File: src/rtl/core/gbu4x_pkg.sv
// ----------------------------------------------------------------------------
// gbu4x_pkg
// shared types and constants of the 4x bilinear gray upscaler
// ----------------------------------------------------------------------------
package gbu4x_pkg;

  // line buffer depth default
  localparam int unsigned MaxWidthC = 4096;

  // configuration registers
  localparam int unsigned ImgWidthW   = 13;
  localparam int unsigned ImgHeightW  = 16;
  localparam int unsigned CfgDataW    = 16;
  localparam int unsigned CfgIdxW     = 1;
  localparam logic [CfgIdxW-1:0] CfgImageWidth  = 1'b0;
  localparam logic [CfgIdxW-1:0] CfgImageHeight = 1'b1;
  localparam logic [ImgWidthW-1:0]  ImgWidthRstC  = 13'd640;
  localparam logic [ImgHeightW-1:0] ImgHeightRstC = 16'd480;

  // input word
  typedef struct packed {
    logic [7:0] pixel;
    logic       frame_start;
  } in_word_t;

  // output word
  typedef struct packed {
    logic [15:0] tile_row;
    logic [11:0] tile_col;
    logic [1:0]  sub_row;
    logic [7:0]  pix0;
    logic [7:0]  pix1;
    logic [7:0]  pix2;
    logic [7:0]  pix3;
    logic        last;
  } out_word_t;

  // 3x3 neighborhood, [row][col], row 0 oldest, col 0 leftmost
  typedef logic [2:0][2:0][7:0] nbhd_t;

  // tap selection for one output row of one tile
  typedef struct packed {
    logic [1:0] row_up;
    logic [1:0] row_mid;
    logic [1:0] row_dn;
    logic [1:0] col_left;
    logic [1:0] col_mid;
    logic [1:0] col_right;
    logic [1:0] sub_row;
  } tile_sel_t;

endpackage

File: src/rtl/core/gbu4x_tile_calc.sv
// ----------------------------------------------------------------------------
// gbu4x_tile_calc
// horizontal then vertical 3-tap blend for one four-pixel output row
// ----------------------------------------------------------------------------
module gbu4x_tile_calc (
  input  gbu4x_pkg::nbhd_t      nbhd_i,
  input  gbu4x_pkg::tile_sel_t  sel_i,
  output logic [3:0][7:0]       pix_o
);
  import gbu4x_pkg::*;

  function automatic logic [7:0] blend(input logic [7:0] a, input logic [7:0] b,
                                       input logic [7:0] c, input logic [1:0] s);
    logic [10:0] sum;
    case (s)
      2'd0:    sum = 11'(3 * a + 5 * b);
      2'd1:    sum = 11'(a + 7 * b);
      2'd2:    sum = 11'(7 * b + c);
      default: sum = 11'(5 * b + 3 * c);
    endcase
    return sum[10:3];
  endfunction

  function automatic logic [7:0] pick3(input logic [2:0][7:0] v, input logic [1:0] i);
    logic [7:0] r;
    case (i)
      2'd0:    r = v[0];
      2'd1:    r = v[1];
      default: r = v[2];
    endcase
    return r;
  endfunction

  logic [2:0][3:0][7:0] horiz;
  logic [3:0][2:0][7:0] vcol;

  always_comb begin
    for (int r = 0; r < 3; r++) begin
      for (int k = 0; k < 4; k++) begin
        horiz[r][k] = blend(pick3(nbhd_i[r], sel_i.col_left),
                            pick3(nbhd_i[r], sel_i.col_mid),
                            pick3(nbhd_i[r], sel_i.col_right), 2'(k));
      end
    end
    for (int k = 0; k < 4; k++) begin
      for (int r = 0; r < 3; r++) begin
        vcol[k][r] = horiz[r][k];
      end
      pix_o[k] = blend(pick3(vcol[k], sel_i.row_up),
                       pick3(vcol[k], sel_i.row_mid),
                       pick3(vcol[k], sel_i.row_dn), sel_i.sub_row);
    end
  end

endmodule

File: config.mk
export PLATFORM = sky130hd
export DESIGN_NAME = gbu4x_tile_calc
export DESIGN_NICKNAME = d
export VERILOG_FILES = /design/src/rtl/core/gbu4x_pkg.sv /design/src/rtl/core/gbu4x_tile_calc.sv
export SDC_FILE = /design/constraint.sdc
export NUM_CORES = 1
export LEC_CHECK = 0
export ABC_AREA = 1
export BUFFER_PORTS_ARGS = -buffer_cell sky130_fd_sc_hd__buf_2
export CORE_AREA = 2 2 200 202
export DETAILED_ROUTE_END_ITERATION = 8
export DIE_AREA = 0 0 202 204
export PLACE_DENSITY = 0.72
export SYNTH_ARGS = -nofsm -noshare
export SYNTH_HDL_FRONTEND = slang
export SYNTH_SLANG_ARGS = --single-unit
File: constraint.sdc
create_clock -name vclk -period 17.9
set_input_delay 1.79 -clock vclk [all_inputs]
set_output_delay 1.79 -clock vclk [all_outputs]
set_load 0.005 [all_outputs]
==> impl_metrics.tcl <==
set metrics [dict create \
    postRouteAntennaNets 0 \
    met1_length_um 31400 \
    cts_setup_buffers 0 \
    min_path_cells 6 \
    status "complete, no violations" \
    fin_setup_tns_ns 0 \
    hp-start "sel_i[1]" \
    nNetsFinal 4048 \
    n_antenna_cell 0 \
    grt_first_pass_wirelength_um 111000 \
    min_path_type "in2out" \
    fmax_ghz 0.0799 \
    cp_slowest_cell "a21oi_1" \
    place_congestion 1.03 \
    post-route-period-util_pct 69.9 \
    overflow 0 \
    cts_resized 0 \
    core_um2 39200 \
    postSynthAreaPerCell_um2 6.24 \
    endpoint_kind "output port" \
    n_clock_buffer 0 \
    route.met3.wl_um 4720 \
    yosysWarnings 0 \
    drc 0 \
    io_pins 118 \
    num_vias 22600 \
    arrival_ns 10.72 \
    stdcell_area_um2 22200 \
    drive_gt1_share_pct 5.79 \
    flops_and_latches 0 \
    syn_area_um2 21100 \
    synth_nets 3977 \
    start_util_pct 53.9 \
    totalWireLength_um 69900 \
    vias_per_cell 5.68 \
    dp_hpwl_um 60900 \
    synth_cells 3385 \
    routedWlPerCell_um 17.6 \
    worstPathRequired_ns 16.11 \
    rows 73 \
    die_w_um 202 \
    drv_cap 0 \
    finalSetupViolCount 0 \
    grt_use_total_pct 33.2 \
    port_buffers 118 \
    first_global_vias 21600 \
    die_y_um 204 \
    die_area_um2 41200 \
    antenna_found_initial 0 \
    cpPeakStageDelay_ns 0.52 \
    worst_slew_pin_slew_ns 0.912 \
    period_minus_slack_ns 12.51 \
    regArea_um2 0 \
    dpl_cell_area_um2 22200 \
    ctsHoldBuffers 0 \
    ys_seq_area_share_pct 0 \
    slew_headroom_pct 38.5 \
    synth.distinct_cells 60 \
    drt_first_iter_violations 1924 \
    grt_max_degree 37 \
    critPathLaunchType "primary input" \
    min_to "pix_o[15]" \
    holdWs_ns 4.40 \
    final_max_slew_viol_count 0 \
    dr.pass1.iters 6 \
    crit_start "sel_i[5]" \
    rsz0062_at_grt "false" \
    wl_met2_um 31400 \
    routed.top_layer "met4" \
    hold_violations 0 \
    crit_type "in2out" \
    synthToLayoutAreaGrowth_pct 5.12 \
    path_max_fanout 19 \
    critPathMostFrequentCell "a21oi_1" \
]
## cells by family after synthesis
group,synth area share [%]
xor+xnor,5.76
mux,0.580
compound gates,16.8
buf+inv,12.1
simple gates,29.4
fa+ha+maj,35.4
## worst max-delay path, delay by kind of cell
family,cells,cell delay (ns)
AOI/OAI and AO/OA,12,2.65
buffers and inverters,7,1.27
and+or+nand+nor,7,0.76
adders and majority gates,8,3.06
xor gates and xnor gates,3,1.18
## worst max-delay path by stage
stage                end  cells past startpoint
3_3_place_gp   pix_o[15]                     40
6_report       pix_o[31]                     37
5_1_grt        pix_o[31]                     37
2_1_floorplan  pix_o[31]                     32
3_5_place_dp   pix_o[31]                     37
4_1_cts        pix_o[31]                     37
## synth_stat cells, types with 6 or more instances
master    instances  area share [%]
mux2i_1          10            0.47
fa_1            153              14
o21ai_1          22            0.52
o211ai_1         10            0.36
and3_1            6            0.18
a21o_1           22            0.78
nand3_2           9            0.43
clkbuf_1         40            0.71
a221oi_1          7            0.29
o21a_1           34             1.2
a21oi_1         306             7.2
nor2_1          219             3.9
buf_1            12            0.21
o21ai_2           6            0.25
nand4_1          26            0.77
inv_2            16            0.28
xor2_1           88             3.6
xnor2_1          51             2.1
nor3_1           28            0.66
nand3_1         224             5.3
nand2_1         853              15
buf_2             6            0.14
o22ai_1          39             1.2
o21ai_0          84             2.0
ha_1            353              21
or2_2            13            0.38
o221ai_1         17            0.70
o21bai_1         17            0.60
nand3b_1         39             1.4
inv_1           593              11
nor4_1            6            0.18
a211oi_1         14            0.50
## metal layers
metal	global-route usage (%)	up-vias
li1	-	11200
met1	45.3	10500
met2	56.0	878
met3	2.73	126
met4	9.82	0
met5	0	-
## final cells by class
class              count  area [um^2]
fillers             3965        17000
inverters            612         2300
multi-input cells   2712        18600
well taps            525          657
repair buffers       130          681
## cells in the final DEF, fill, tap and decap left out, types with 22 or more instances in the layout
cell / Yosys / routed
nand3_1: 224 / 224
fa_1: 153 / 153
nor3_1: 28 / 28
nand2_1: 853 / 853
nand3b_1: 39 / 39
buf_2: 6 / 118
xor2_1: 88 / 88
o21a_1: 34 / 34
nor2_1: 219 / 219
xnor2_1: 51 / 51
ha_1: 353 / 353
inv_1: 593 / 593
o21ai_1: 22 / 22
nand4_1: 26 / 26
a21oi_1: 306 / 306
o22ai_1: 39 / 39
o21ai_0: 84 / 84
a21o_1: 22 / 22
## stage by stage
stage / instances / setup WS (ns) / utilization (%)
floorplan: 3385 / 7.19 / -
global placement: 3979 / 5.74 / 56.7
detailed placement: 3979 / 5.45 / 56.7
CTS: 3979 / 5.45 / 56.7
global route: 3979 / 4.70 / 56.7
finish: 3979 / 5.39 / 56.7
Power is not shown: default switching activity piles up to over one toggle a cycle in this logic, so the estimate is an artifact.
